### src/cldf_pkg.sv
// types and constants shared by the chunked link receive deframer
package cldf_pkg;

   localparam logic [2:0] HEADER_BYTES = 3'd4;

   localparam logic       CSR_ACK_CODE  = 1'b0;
   localparam logic       CSR_MAX_CHUNK = 1'b1;

   typedef enum logic [1:0] {
      PH_LEN  = 2'd0,
      PH_DATA = 2'd1,
      PH_HALT = 2'd2
   } phase_type;

   typedef enum logic [1:0] {
      ERR_NONE     = 2'd0,
      ERR_CHUNK    = 2'd1,
      ERR_OVERRUN  = 2'd2,
      ERR_NEGATIVE = 2'd3
   } error_type;

   typedef struct packed {
      logic [7:0] ack_code;
      logic [7:0] max_chunk;
   } config_type;

   typedef struct packed {
      phase_type   phase;
      logic [7:0]  chunk_left;
      logic [2:0]  header_count;
      logic [31:0] declared_length;
      logic [31:0] payload_count;
   } state_type;

   typedef struct packed {
      logic       payload_valid;
      logic [7:0] payload_byte;
      logic       packet_end;
      logic       send_ack;
      logic       ack_received;
      error_type  error_code;
      logic       halted;
   } result_type;

endpackage

### src/cldf_core.sv
// next state and result for one received byte
module cldf_core
   import cldf_pkg::*;
(
   input  config_type cfg,
   input  state_type  cur,
   input  logic [7:0] rx_byte,
   output state_type  nxt,
   output result_type res
);

   logic        chunk_done;
   logic [31:0] len_or;

   always_comb begin
      nxt        = cur;
      res        = '0;
      chunk_done = 1'b0;
      len_or     = '0;
      case (cur.phase)
         PH_HALT: begin
            res.halted = 1'b1;
         end
         PH_LEN: begin
            if (rx_byte == cfg.ack_code) begin
               res.ack_received = 1'b1;
            end else if (rx_byte > cfg.max_chunk) begin
               res.error_code = ERR_CHUNK;
               res.halted     = 1'b1;
               nxt.phase      = PH_HALT;
            end else if (rx_byte == 8'd0) begin
               chunk_done = 1'b1;
            end else begin
               nxt.chunk_left = rx_byte;
               nxt.phase      = PH_DATA;
            end
         end
         PH_DATA: begin
            nxt.chunk_left = cur.chunk_left - 8'd1;
            if (cur.header_count < HEADER_BYTES) begin
               // little-endian length assembly
               len_or                = {24'd0, rx_byte} << {cur.header_count[1:0], 3'b000};
               nxt.declared_length   = cur.declared_length | len_or;
               nxt.header_count      = cur.header_count + 3'd1;
               if (nxt.header_count == HEADER_BYTES && nxt.declared_length[31]) begin
                  res.error_code = ERR_NEGATIVE;
                  res.halted     = 1'b1;
                  nxt.phase      = PH_HALT;
               end else begin
                  chunk_done = (nxt.chunk_left == 8'd0);
               end
            end else if (cur.payload_count >= cur.declared_length) begin
               res.error_code = ERR_OVERRUN;
               res.halted     = 1'b1;
               nxt.phase      = PH_HALT;
            end else begin
               res.payload_valid = 1'b1;
               res.payload_byte  = rx_byte;
               nxt.payload_count = cur.payload_count + 32'd1;
               chunk_done        = (nxt.chunk_left == 8'd0);
            end
         end
         default: begin
            res.halted = 1'b1;
            nxt.phase  = PH_HALT;
         end
      endcase

      if (chunk_done) begin
         res.send_ack = 1'b1;
         nxt.phase    = PH_LEN;
         if (nxt.header_count == HEADER_BYTES &&
             nxt.payload_count == nxt.declared_length) begin
            res.packet_end      = 1'b1;
            nxt.header_count    = '0;
            nxt.declared_length = '0;
            nxt.payload_count   = '0;
         end
      end
   end

endmodule

### src/cldf_out_buf.sv
// result register with a skid stage
module cldf_out_buf
   import cldf_pkg::*;
(
   input  logic       clock,
   input  logic       reset,
   input  logic       in_beat,
   input  result_type in_res,
   output logic       full,
   output logic       out_valid,
   input  logic       out_stall,
   output result_type out_res
);

   logic       main_valid_ff, main_valid_in;
   logic       skid_valid_ff, skid_valid_in;
   result_type main_ff, main_in;
   result_type skid_ff, skid_in;

   always_comb begin
      main_valid_in = main_valid_ff;
      skid_valid_in = skid_valid_ff;
      main_in       = main_ff;
      skid_in       = skid_ff;
      if (!main_valid_ff || !out_stall) begin
         if (skid_valid_ff) begin
            main_valid_in = 1'b1;
            main_in       = skid_ff;
            skid_valid_in = 1'b0;
         end else begin
            main_valid_in = in_beat;
            main_in       = in_res;
         end
      end else if (in_beat) begin
         skid_valid_in = 1'b1;
         skid_in       = in_res;
      end
   end

   always_ff @(posedge clock) begin
      if (reset) begin
         main_valid_ff <= 1'b0;
         skid_valid_ff <= 1'b0;
      end else begin
         main_valid_ff <= main_valid_in;
         skid_valid_ff <= skid_valid_in;
      end
   end

   always_ff @(posedge clock) begin
      main_ff <= main_in;
      skid_ff <= skid_in;
   end

   assign full      = skid_valid_ff;
   assign out_valid = main_valid_ff;
   assign out_res   = main_ff;

endmodule

### src/chunked_link_receive_deframer.sv
// Chunked link receive deframer top level.
// One received byte per beat, one result beat per byte; a byte can be taken every cycle
// while req_stall is low, and its result is registered in the output buffer. The per-byte
// framing state (phase, chunk count, header count, length, payload count) updates when
// the byte is taken. A two-entry output buffer lets input continue while a result is
// stalled; input stalls only when both entries hold results. After an error the block
// reports halted on every later byte until reset.
module chunked_link_receive_deframer
   import cldf_pkg::*;
(
   input  logic       clock,
   input  logic       reset,
   input  logic       csr_wr_en,
   input  logic       csr_index,
   input  logic [7:0] csr_data,
   input  logic       req_valid,
   output logic       req_stall,
   input  logic [7:0] req_rx_byte,
   output logic       rsp_valid,
   input  logic       rsp_stall,
   output logic       rsp_payload_valid,
   output logic [7:0] rsp_payload_byte,
   output logic       rsp_packet_end,
   output logic       rsp_send_ack,
   output logic       rsp_ack_received,
   output logic [1:0] rsp_error_code,
   output logic       rsp_halted
);

   config_type cfg_ff, cfg_in;
   state_type  state_ff, state_in;
   state_type  state_nxt;
   result_type step_res;
   result_type out_res;
   logic       buf_full;
   logic       in_beat;

   assign req_stall = buf_full;
   assign in_beat   = req_valid && !buf_full;

   always_comb begin
      cfg_in = cfg_ff;
      if (csr_wr_en) begin
         case (csr_index)
            CSR_ACK_CODE:  cfg_in.ack_code  = csr_data;
            CSR_MAX_CHUNK: cfg_in.max_chunk = csr_data;
            default:       cfg_in = cfg_ff;
         endcase
      end
   end

   assign state_in = in_beat ? state_nxt : state_ff;

   always_ff @(posedge clock) begin
      if (reset) begin
         cfg_ff.ack_code  <= 8'd255;
         cfg_ff.max_chunk <= 8'd31;
         state_ff         <= '{phase: PH_LEN, default: '0};
      end else begin
         cfg_ff   <= cfg_in;
         state_ff <= state_in;
      end
   end

   cldf_core u_core (
      .cfg     (cfg_ff),
      .cur     (state_ff),
      .rx_byte (req_rx_byte),
      .nxt     (state_nxt),
      .res     (step_res)
   );

   cldf_out_buf u_out_buf (
      .clock     (clock),
      .reset     (reset),
      .in_beat   (in_beat),
      .in_res    (step_res),
      .full      (buf_full),
      .out_valid (rsp_valid),
      .out_stall (rsp_stall),
      .out_res   (out_res)
   );

   assign rsp_payload_valid = out_res.payload_valid;
   assign rsp_payload_byte  = out_res.payload_byte;
   assign rsp_packet_end    = out_res.packet_end;
   assign rsp_send_ack      = out_res.send_ack;
   assign rsp_ack_received  = out_res.ack_received;
   assign rsp_error_code    = out_res.error_code;
   assign rsp_halted        = out_res.halted;

endmodule
### config.mk
export PLATFORM = sky130hd
export DESIGN_NAME = chunked_link_receive_deframer
export DESIGN_NICKNAME = d
export VERILOG_FILES = /design/src/cldf_pkg.sv /design/src/cldf_core.sv /design/src/cldf_out_buf.sv /design/src/chunked_link_receive_deframer.sv
export SDC_FILE = /design/constraint.sdc
export NUM_CORES = 1
export LEC_CHECK = 0
export ABC_AREA = 1
export BUFFER_PORTS_ARGS = -buffer_cell sky130_fd_sc_hd__clkbuf_2
export CAP_MARGIN = 20
export CORE_MARGIN = 5
export CORE_UTILIZATION = 35
export DETAILED_ROUTE_END_ITERATION = 6
export PLACE_DENSITY = 0.61
export SKIP_LAST_GASP = 1
export SLEW_MARGIN = 15
export SYNTH_ARGS = -nofsm -noshare
export SYNTH_HDL_FRONTEND = slang
export SYNTH_SLANG_ARGS = --single-unit
### constraint.sdc
create_clock -name clock -period 4.1 [get_ports clock]
set_clock_uncertainty 0.1 [all_clocks]
set_input_delay 0.41 -clock clock [delete_from_list [all_inputs] [get_ports clock]]
set_output_delay 0.41 -clock clock [all_outputs]
set_load 0.01 [all_outputs]
# Word-level counts from Yosys, hierarchy flattened
# Cells that the tools add are included.
# classes
shift,1
reduce_logical,17
n_addsub,3
eq_ne,14
n_lt_le_gt_ge,3
bitwise,3
n_mux,39
# op_table
cell,n
2-to-1 mux 67 bit,3
2-to-1 mux 32 bit,2
2-to-1 mux 35 bit,1
"adder 32 x 1 -> 32 bit, second input constant",1
== test 32 bit,1
greater-or-equal comparator 32 bit,1
OR 32 bit,1
<< shifter 8 x 5 -> 32 bit,1
2-to-1 mux 9 bit,3
2-to-1 mux 10 bit,2
zero test 8 bit,2
case mux 8 bit (2 select lines),1
2-to-1 mux 15 bit,1
2-to-1 mux 2 bit,7
2-to-1 mux 3 bit,4
2-to-1 mux 1 bit,10
== test 8 bit,1
greater-than comparator 8 bit,1
2-to-1 mux 8 bit,1
"subtractor 8 x 1 -> 8 bit, second input constant",1
"== test 3 bit, second input constant",2
"!= test 2 bit, second input constant",3
case mux 2 bit (3 select lines),1
AND reduction 2 bit,3
other kinds (20),26
# word_totals
word_cells,103
regBits,125
out_inout_bits,17

# Depth between registers and ports, before layout
# Gate-level depths: netlist of the first run.
# depth
depth_word,9
mapped_depth,27
depth_no_buf,25

# Cells and area by module
# Synthesis of the first run repeated with hierarchy kept, for this count alone.
# hier_totals
hier_cells,1637
hier_area_um2,9670.5
# by_module_without_submodules
mod,cells_per_inst,n_inst,area_per_inst_um2
cldf_core,978,1,4665.7
chunked_link_receive_deframer,570,1,3822.4
cldf_out_buf,89,1,1182.4

# Least setup slack after synthesis of the first run
# No wires, ideal clock.
# synth_path
path_type,register to register
start,register state_ff[23] (netlist name)
end,register state_ff[41] (netlist name)
slack_ns,1.206
t_arrival_ns,2.676
path_buffers,2
required_ns,3.882
setup_time_ns,0.118
stages_incl_launch_ff,22
synth_period_minus_slack_ns,2.894
cell_sequence,dfxtp_1 ha_1 a21o_1 nor2_1 nand2_1 nand2_1 nand2_1 buf_2 nor3_2 nand2_1 nand2_1 nand2_1 nand2_1 nand2_1 nor2_1 nand2_1 nor2_1 nand2_1 or2_4 nor2_8 buf_12 nor2_2
# synth_via
elab_chain_cells,8
elab_cells_between_ends,12
classes_between,add/sub (1); order compare (1); eq/ne (1); mux (8); reduce/logical (1)
# synth_rtl
element,line_no,source
from (decl),chunked_link_receive_deframer.sv:31,"state_type state_ff, state_in;"
from (signal assigned),chunked_link_receive_deframer.sv:61,state_ff <= state_in;
adder 32 x 1 -> 32 bit / greater-or-equal comparator 32 bit (equally long branches),"cldf_core.sv:59, cldf_core.sv:52",
2-to-1 mux 32 bit,cldf_core.sv:52,end else if (cur.payload_count >= cur.declared_length) begin
2-to-1 mux 32 bit,cldf_core.sv:40,if (cur.header_count < HEADER_BYTES) begin
2-to-1 mux 67 bit,cldf_core.sv:20,case (cur.phase)
== test 32 bit,cldf_core.sv:73,nxt.payload_count == nxt.declared_length) begin
logical AND 1 bit,cldf_core.sv:72,if (nxt.header_count == HEADER_BYTES &&
2-to-1 mux 67 bit,cldf_core.sv:72,
2-to-1 mux 67 bit *,cldf_core.sv:69,if (chunk_done) begin
# Every way passes the cells marked *; elsewhere a longest branch is shown, timed or not.
# A chain may end at the register's enable or synchronous reset.

# Worst setup path in the final report of the first run
# layout_path
start,register state_ff[22] (netlist name)
end,register state_ff[40] (netlist name)
# Same word-level chain as after synthesis.

==> flow_metrics.tcl, run 1 <==
set metrics [dict create \
    via_per_inst 5.11 \
    avgSynthCellArea_sq_um 6.69 \
    clock-sinks 125 \
    gp_congestion 0.905 \
    fill_cells 2582 \
    antenna_cells 0 \
    drive_gt1_frac 0.114 \
    final_common_cell "nand2_1" \
    fin_nets 1376 \
    place_area_sq_um 9080 \
    synth_edf_count 30 \
    crit_chain "ha_1, nand2_1, a21oi_1, nor2_1, nand2_1, nand2_1, nand2_1, buf_12, inv_2, nand3_1, o21ai_1, nand2_1, nand2_1, nand2_1, nor2_1, nand3_2, or2_4, nor2_8, buf_12, nor2_1" \
    top_level_ports 39 \
    criticalPathCategory "flop to flop" \
    stdcell_count 1645 \
    cts_resized 0 \
    cts_setup_buffers 0 \
    setup_tns_ns 0 \
    cts_buffer_depth 2 \
    required_ns 4.31 \
    maxCapViolCount 0 \
    synthesis.area_sq_um 8600 \
    synthToLayoutAreaGrowth_pct 12.4 \
    post-route-period-util 0.875 \
    grt_max_degree 72 \
    fin_area_sq_um 9660 \
    yosysWarnings 0 \
    ys_types 40 \
    grt_pass1_wl_um 41500 \
    crit_top_cell "nand2_1" \
    final_cell_mix "nand2_1, inv_1, nor2_1, nand3_1, dfxtp_1" \
    status "completed" \
    num_vias 8405 \
    finalHoldWorstSlack_ns 0.111 \
    arrival_ns 3.80 \
    fmax_mhz 279 \
    tightest_slew_ns 0.969 \
    finalSetupViolCount 0 \
    grt_pass1_vias 7772 \
    hpwl_um 18100 \
    cts_tree "built" \
    postRouteAntennaNets 0 \
    ys.flop_type "dfxtp_1" \
    p_leak_nw 4.27 \
    multi_input_comb_area_sq_um 4840 \
    power.total_mw 3.32 \
    crit_fanout 23 \
    die-area_sq_um 27800 \
    grt.total_usage 0.185 \
    wl_per_cell_um 15.8 \
    rsz0062_at_grt "false" \
    die_h_um 167 \
    drcViolationCount 0 \
    critPathCaptureType "flop" \
    hold_class "input port to flop" \
    dr.pass1.iters 5 \
    dpl.cell_count 1613 \
    startpoint_type "flop" \
    ys_seq_area_frac 0.326 \
    clk_pin_slew_ns 0.06 \
    slowest_delay_ns 0.52 \
    cpMaxStageDelayCell "dfxtp_1" \
    synth-seq-cells 125 \
    row_count 57 \
    cts_made_buffers 17 \
    core_area_sq_um 24200 \
    overflow 0 \
    totalWireLength_um 26000 \
    portBuffers 38 \
    synth_cells 1286 \
    slew_headroom 0.350 \
    ctsHtreeMaxLevel 4 \
    slew_violations 0 \
    cts_root_buf "clkbuf_16" \
    ir_drop_mv 0.250 \
    powerDensity_nw_per_um2 344 \
    drt-initial-drc-count 819 \
    start_util 0.355 \
    die_w_um 167 \
    clock_latency_ns 0.43 \
    final-hold-violation-count 0 \
    syn_nets 1354 \
    seq_area_sq_um 2800 \
    min_period_ns 3.59 \
    cts_hold_buf 0 \
    antenna_found_initial 1 \
    async_flop_share 0 \
]
-- worst max-delay path, delay by kind of cell, from the launching register on --
| family | cells | cell delay, ns |
|---|---|---|
| buffers and inverters | 3 | 0.53 |
| AO/OA/AOI/OAI | 2 | 0.30 |
| AND/OR/NAND/NOR | 14 | 1.70 |
| flip-flops | 1 | 0.52 |
| adder cells (fa/ha/maj) | 1 | 0.29 |
-- cells in the mapped netlist, types with 3 or more instances --
cell / number / area, sq um
inv_2: 3 / 11.3
xnor2_1: 8 / 70.1
nor2_1: 117 / 439
nor2_2: 38 / 238
dfxtp_1: 95 / 1900
o21ai_0: 62 / 310
nand4_1: 26 / 163
buf_2: 6 / 30.0
a21oi_1: 76 / 380
xor2_1: 6 / 52.6
buf_6: 7 / 78.8
nand2_1: 348 / 1310
clkbuf_1: 40 / 150
edfxtp_1: 30 / 901
ha_1: 46 / 576
buf_12: 3 / 60.1
nand3_1: 98 / 490
nor2_4: 3 / 33.8
inv_1: 163 / 612
o211ai_1: 36 / 270
a21o_1: 3 / 22.5
nor3_1: 10 / 50.1
o21ai_1: 5 / 25.0
a31oi_1: 29 / 181
nand2_2: 4 / 25.0
-- state kept, by name, summed over array words and instances (netlist names) --
register,count
state_ff,77
cfg_ff,16
u_out_buf.out_res,15
u_out_buf.skid_ff,15
u_out_buf.full,1
u_out_buf.out_valid,1
-- routing by layer --
metal,track usage,part of all wire
met5,0,0.00031
met4,0.0612,0.029
met3,0.0306,0.054
met2,0.292,0.44
met1,0.258,0.47
-- area by class of cell --
cell class	instances	share of cell area
Multi-Input combinational cell	936	0.501
Clock buffer	17	0.0440
Tap cell	324	0.0420
Sequential cell	125	0.290
Clock inverter	15	0.0155
Inverter	168	0.0653
Timing Repair Buffer	60	0.0420
-- path summary, 6_finish.rpt --
| kind | startpoint | endpoint | slack, ns | depth (start not counted) |
|---|---|---|---|---|
| max | state_ff[22]$_SDFFE_PP0P_ | state_ff[40]$_SDFFE_PP0P_ | 0.51 | 20 |
| min | csr_data[7] | cfg_ff[15]$_SDFFE_PP1P_ | 0.11 | 3 |
| max reg2reg | state_ff[22]$_SDFFE_PP0P_ | state_ff[40]$_SDFFE_PP0P_ | 0.51 | 20 |
| min reg2reg | cfg_ff[7]$_SDFFE_PP0P_ | cfg_ff[7]$_SDFFE_PP0P_ | 0.36 | 2 |
-- cell families (layout without fill, tap and decap cells) --
group                      after synthesis  in the layout  synth area share
AOI/OAI and AO/OA                      216            216             0.143
buffers and inverters                  225            260             0.111
adders and majority gates               46             46            0.0669
and+or+nand+nor                        659            659             0.336
DFF                                    125            125             0.326
xor gates and xnor gates                15             15            0.0170
-- stage by stage --
stage                     setup WS, ns  utilization
after floorplan                   1.21            -
final                            0.513        0.398
after detailed placement         0.611        0.375
after global placement           0.531        0.375
after global routing             0.283        0.398
after CTS                        0.588        0.398
-- where the power goes --
part | total [mW] | leakage [nW] | internal (mW) | switching [mW]
combinational | 0.462 | 2.91 | 0.138 | 0.323
clock | 1.52 | 0.276 | 0.854 | 0.668
sequential | 1.34 | 1.08 | 1.31 | 0.0286
Power figures use the tool's default switching activity.
==> run 2: changes to the inputs <==
CELL_PAD_IN_SITES_DETAIL_PLACEMENT = 0   (was not set)
CELL_PAD_IN_SITES_GLOBAL_PLACEMENT = 1   (was not set)
PLACE_DENSITY = 0.78   (was 0.61)
SYNTH_HIERARCHICAL = 1   (was not set)
==> run 2 against run 1 <==
Count of clock-buffer cells in the layout unchanged; routed wire length increased by 19%; die area increased by 12%; final cell count increased by 24%; critical path type unchanged; critical endpoint is now state_ff[7]$_SDFFE_PP0P_; largest power group unchanged.
==> flow_metrics.tcl, run 2 <==
set metrics [dict create \
    ys.flop_type "dfxtp_1" \
    hpwl_um 22400 \
    clock_latency_ns 0.44 \
    drcViolationCount 0 \
    final_common_cell "nand2_1" \
    grt.total_usage 0.197 \
    yosysMostFrequentCell "nand2_1" \
    yosysWarnings 6 \
    setup_tns_ns 0 \
    cts_buffer_depth 2 \
    arrival_ns 4.01 \
    hold_class "input port to flop" \
    num_vias 10100 \
    required_ns 4.32 \
    slew_violations 0 \
    post-route-period-util 0.923 \
    powerDensity_nw_per_um2 355 \
    p_seq_frac 0.367 \
    final_cell_mix "nand2_1, nor2_1, inv_1, nand3_1, dfxtp_1" \
    synth_top_area_cell "dfxtp_1" \
    dr.pass1.iters 7 \
    slew_headroom 0.363 \
    antenna_cells 0 \
    startpoint_type "flop" \
    seq_area_sq_um 2810 \
    p_switching_mw 1.41 \
    fin_area_sq_um 10900 \
    antenna_found_initial 0 \
    cts_made_buffers 17 \
    async_flop_share 0 \
    die_w_um 176 \
    finalHoldWorstSlack_ns 0.101 \
    grt_pass1_vias 9141 \
    min_period_ns 3.78 \
    drive_gt1_frac 0.0731 \
    comb_power_share 0.231 \
    place_area_sq_um 10200 \
    p_int_mw 2.47 \
    synth_cells 1637 \
    largest_reg_flops 77 \
    overflow 0 \
    grt_max_degree 80 \
    ys_seq_area_frac 0.290 \
    critPathCaptureType "flop" \
    synth_top_cell_area_share 0.197 \
    fmax_mhz 264 \
    die_h_um 176 \
    criticalPathCategory "flop to flop" \
    synthTopCellsByCount "nand2_1, nor2_1, inv_1, nand3_1, dfxtp_1" \
    cts_hold_buf 0 \
    swShare 0.363 \
    fill_cells 3064 \
    pwr-share-clk 0.402 \
    p_leak_nw 5.20 \
    clk_pin_slew_ns 0.07 \
    row_count 60 \
    drt-initial-drc-count 805 \
    ys_types 35 \
    cts_root_buf "clkbuf_16" \
    die-area_sq_um 31100 \
    syn_nets 1705 \
    start_util 0.357 \
    ctsHtreeMaxLevel 4 \
    wl_per_cell_um 15.2 \
    top_level_ports 39 \
    gp_congestion 0.939 \
    finalSetupViolCount 0 \
    clock-sinks 125 \
    multi_input_comb_area_sq_um 5490 \
    portBuffers 38 \
    ir_drop_mv 0.227 \
    totalWireLength_um 31100 \
    power.total_mw 3.88 \
    synth-seq-cells 125 \
    via_per_inst 4.94 \
    postRouteAntennaNets 0 \
    grt_pass1_wl_um 49400 \
    status "completed" \
    top_register "state_ff" \
    crit_fanout 9 \
    core_area_sq_um 27100 \
    synthToLayoutAreaGrowth_pct 13.1 \
    synthesis.area_sq_um 9670 \
    final-hold-violation-count 0 \
    synth_edf_count 30 \
    cts_tree "built" \
    fin_nets 1724 \
    largestRegisters "state_ff x77, cfg_ff x16" \
    avgSynthCellArea_sq_um 5.91 \
    maxCapViolCount 0 \
    tightest_slew_ns 0.956 \
    synth_area_leaders "dfxtp_1, nand2_1, nor2_1" \
]
run 2: cell count changes after synthesis, moves of 23 or more:
cell	previous run	this run
a31oi_1	29	0
nand3_1	98	192
inv_1	163	280
o211ai_1	36	5
nand2_1	348	383
nor2_1	117	339
nor2_2	38	6
a21oi_1	76	25
buf_2	6	29
run 2: final cells by class:
type	count	share of cell area
clock buffer	17	0.0389
tap	372	0.0425
timing repair buffer	64	0.0460
sequential	125	0.256
clock inverter	15	0.0153
multi-input combinational	1160	0.502
inverter	288	0.0988
run 2: through the flow:
stage,cells,util,worst slack [ns]
global route,2041,0.404,-0.0304
global placement,2002,0.376,0.226
floorplan,1637,-,1.20
detailed placement,2003,0.376,0.239
finish,2041,0.404,0.315
CTS,2035,0.398,0.207
run 2: repair_timing:
action / in CTS / in global routing
endpoints found under the setup margin: 0 / 66
setup buffers: 0 / 1
endpoints found under the hold margin: 0 / 0
resized for setup: 0 / 10
run 2: cell families (layout without fill, tap and decap cells):
| logic type | Yosys count | in the layout | share of synthesized area |
|---|---|---|---|
| flops | 125 | 125 | 0.290 |
| compound gates | 103 | 103 | 0.0582 |
| fa+ha+maj | 46 | 46 | 0.0595 |
| xor+xnor | 17 | 17 | 0.0168 |
| simple gates | 994 | 994 | 0.430 |
| buf+inv | 352 | 384 | 0.146 |
run 2: per-layer routing:
| metal | global-route usage | wire length [um] | vias to the layer above |
|---|---|---|---|
| li1 | - | - | 5154 |
| met4 | 0.0559 | 690 | 0 |
| met1 | 0.279 | 14600 | 4572 |
| met3 | 0.0343 | 2130 | 52 |
| met5 | 0 | 0 | - |
| met2 | 0.308 | 13600 | 305 |
run 2: final timing paths:
path / slack (ns) / from / cells past startpoint / endpoint
worst max-delay path: 0.32 / state_ff[63]$_SDFFE_PP0P_ / 23 / state_ff[7]$_SDFFE_PP0P_
worst min-delay path: 0.10 / csr_data[1] / 3 / cfg_ff[1]$_SDFFE_PP1P_
worst max register to register: 0.32 / state_ff[63]$_SDFFE_PP0P_ / 23 / state_ff[7]$_SDFFE_PP0P_
worst min register to register: 0.38 / cfg_ff[1]$_SDFFE_PP1P_ / 2 / cfg_ff[1]$_SDFFE_PP1P_
run 2: power groups by stage:
stage,clock [mW],combinational [mW],sequential [mW]
3_3_place_gp,0,0.872,1.45
6_report,1.56,0.898,1.42
4_1_cts,1.60,0.886,1.42
2_1_floorplan,0,0.647,1.43
5_1_grt,1.65,1.02,1.44
3_5_place_dp,0,0.881,1.45
run 2: critical path, cell delays in order (launching register included):
cell and delay [ns]:
dfxtp_1 0.33, inv_1 0.08, ha_1 0.32, nand4_1 0.26
a21oi_1 0.28, nor2_1 0.08, nand2_2 0.18, inv_1 0.14
nand3_1 0.22, nand2_1 0.10, nand3_1 0.17, nand2_1 0.08
inv_1 0.06, nand3_1 0.11, nor2_1 0.15, nand3_1 0.13
nor2_4 0.24, buf_12 0.17, buf_6 0.17, nor2_1 0.06
inv_1 0.05, nand3_1 0.05, nand2_1 0.09, nor2_1 0.04
==> run 3: changes to the inputs <==
clock period = 4.8 ns   (was 4.1 ns; I/O delays follow)
==> run 3 against run 2 <==
Maximum frequency is 6.0% lower; sequential share of layout area is 0.59 points higher; final cell count fell by 0.78%; die area is the same; global-route usage fell by 0.28 points; core utilization shrank 0.94 points; design area decreased by 2.3%; routed wire length shrank 3.2%; register-to-register slack gained 0.46 ns; critical path type unchanged; critical endpoint is now state_ff[59]$_SDFFE_PP0P_.
==> flow_metrics.tcl, run 3 (same netlist as run 2, synthesis figures left out) <==
set metrics [dict create \
    cts_setup_buffers 0 \
    drcViolationCount 0 \
    final_core_util 0.394 \
    ctsHtreeMaxLevel 4 \
    die-area_sq_um 31100 \
    start_util 0.357 \
    worstReg2RegStart "state_ff[54]$_SDFFE_PP0P_" \
    largestRegisters "state_ff x77, cfg_ff x16" \
    min_period_ns 4.03 \
    die_w_um 176 \
    cts_tree "built" \
    hpwl_um 22000 \
    status "completed" \
    maxCapViolCount 0 \
    dpl.cell_count 1993 \
    fmax_mhz 248 \
    grt_pass1_wl_um 48300 \
    die_h_um 176 \
    p_leak_nw 5.08 \
    hp-start "csr_data[1]" \
    crit_chain "inv_1, ha_1, nand2_1, nor2_1, nand4_1, nor3_1, nand2_2, buf_4, nand3_1, nand2_1, nand2_1, nand2_1, nor2_1, nand2_1, nor2_1, nand3_1, nor2_4, buf_12, nor2_1, inv_1, nand3_1, nand2_1, nor2_1" \
    grt_max_degree 80 \
    cts_buffer_depth 2 \
    dr.pass1.iters 6 \
    tightest_slew_ns 0.990 \
    post-route-period-util 0.839 \
    cpMaxStageDelayCell "nor3_1" \
    cts_root_buf "clkbuf_16" \
    r2r_end "state_ff[59]$_SDFFE_PP0P_" \
    cts_made_buffers 17 \
    slew_headroom 0.340 \
    drt-initial-drc-count 930 \
    crit_top_cell "nand2_1" \
    clock-sinks 125 \
    top_register "state_ff" \
    final-hold-violation-count 0 \
    fin_nets 1708 \
    clk_pin_slew_ns 0.07 \
    rsz0062_at_grt "false" \
    slowest_delay_ns 0.43 \
    hold_class "input port to flop" \
    grt.total_usage 0.194 \
    row_count 60 \
    totalWireLength_um 30100 \
    stdcell_count 2025 \
    synthToLayoutAreaGrowth_pct 10.5 \
    drive_gt1_frac 0.0599 \
    min_to "cfg_ff[1]$_SDFFE_PP1P_" \
    crit_fanout 65 \
    criticalPathCategory "flop to flop" \
    largest_reg_flops 77 \
    ff2ff_path_depth 23 \
    holdPathStages 3 \
    arrival_ns 4.25 \
    setup_tns_ns 0 \
    portBuffers 38 \
    cts_hold_buf 0 \
    gp_congestion 0.920 \
    fill_cells 3021 \
    antenna_cells 0 \
    ir_drop_mv 0.198 \
    final_common_cell "nand2_1" \
    powerDensity_nw_per_um2 307 \
    cts_resized 0 \
    top_level_ports 39 \
    core_area_sq_um 27100 \
    final_cell_mix "nand2_1, nor2_1, inv_1, nand3_1, dfxtp_1" \
    via_per_inst 4.85 \
    grt_pass1_vias 8898 \
    antenna_found_initial 1 \
    slew_violations 0 \
    startpoint_type "flop" \
    wl_per_cell_um 14.9 \
    overflow 0 \
    r2r_setup_slack_ns 0.77 \
    clock_latency_ns 0.43 \
    num_vias 9825 \
    required_ns 5.02 \
    finalSetupViolCount 0 \
    postRouteAntennaNets 0 \
    critPathCaptureType "flop" \
]
[run 3: cell count changes in the layout (fill, tap and decap cells not counted), sizes merged]
cell	previous run	this run
clkbuf	58	55
buf	23	10
[run 3: power breakdown]
| part | switching (mW) | leakage (nW) | internal [mW] |
|---|---|---|---|
| Sequential | 0.0688 | 1.10 | 1.15 |
| Clock | 0.609 | 0.287 | 0.699 |
| Combinational | 0.499 | 3.69 | 0.250 |
| Total | 1.18 | 5.08 | 2.10 |
[run 3: worst max-delay path by stage]
stage | start | to | slack [ns]
2_1_floorplan | state_ff[11]$_SDFFE_PP0P_ | state_ff[38]$_SDFFE_PP0P_ | 1.90
3_3_place_gp | state_ff[54]$_SDFFE_PP0P_ | state_ff[42]$_SDFFE_PP0P_ | 0.91
3_5_place_dp | state_ff[54]$_SDFFE_PP0P_ | state_ff[59]$_SDFFE_PP0P_ | 0.95
4_1_cts | state_ff[54]$_SDFFE_PP0P_ | state_ff[59]$_SDFFE_PP0P_ | 0.92
5_1_grt | state_ff[55]$_SDFFE_PP0P_ | state_ff[35]$_SDFFE_PP0P_ | 0.52
6_report | state_ff[54]$_SDFFE_PP0P_ | state_ff[59]$_SDFFE_PP0P_ | 0.77
[run 3: final cells by class]
class,instances,area (sq um),area share
inverter,288,1080,0.101
clock buffer,17,425,0.0398
clock inverter,15,165,0.0155
timing repair buffer,48,278,0.0260
tap,372,465,0.0436
multi-input combinational,1160,5470,0.512
sequential,125,2800,0.262
[run 3: metrics by stage]
stage                     setup slack [ns]  hold slack (ns)  power [mW]  cell area, sq um
after detailed placement             0.945            0.362        1.98             10100
after CTS                            0.916            0.179        3.30             10700
after global placement               0.907            0.357        1.97             10100
after global routing                 0.523            0.180        3.48             10700
final                                0.773            0.190        3.28             10700
after floorplan                       1.90            0.342        1.78              9670
[run 3: critical path, delay by kind of cell (launching register included)]
| kind | cells | cell delay, ns |
|---|---|---|
| fa+ha+maj | 1 | 0.27 |
| buf+inv | 4 | 0.70 |
| flops | 1 | 0.39 |
| simple gates | 18 | 2.41 |
[run 3: per-layer routing]
layer	routed length, um	global-route usage	share of wire
met5	0	0	0
met4	464	0.0445	0.015
met3	1790	0.0358	0.059
met2	13300	0.309	0.44
met1	14500	0.274	0.48
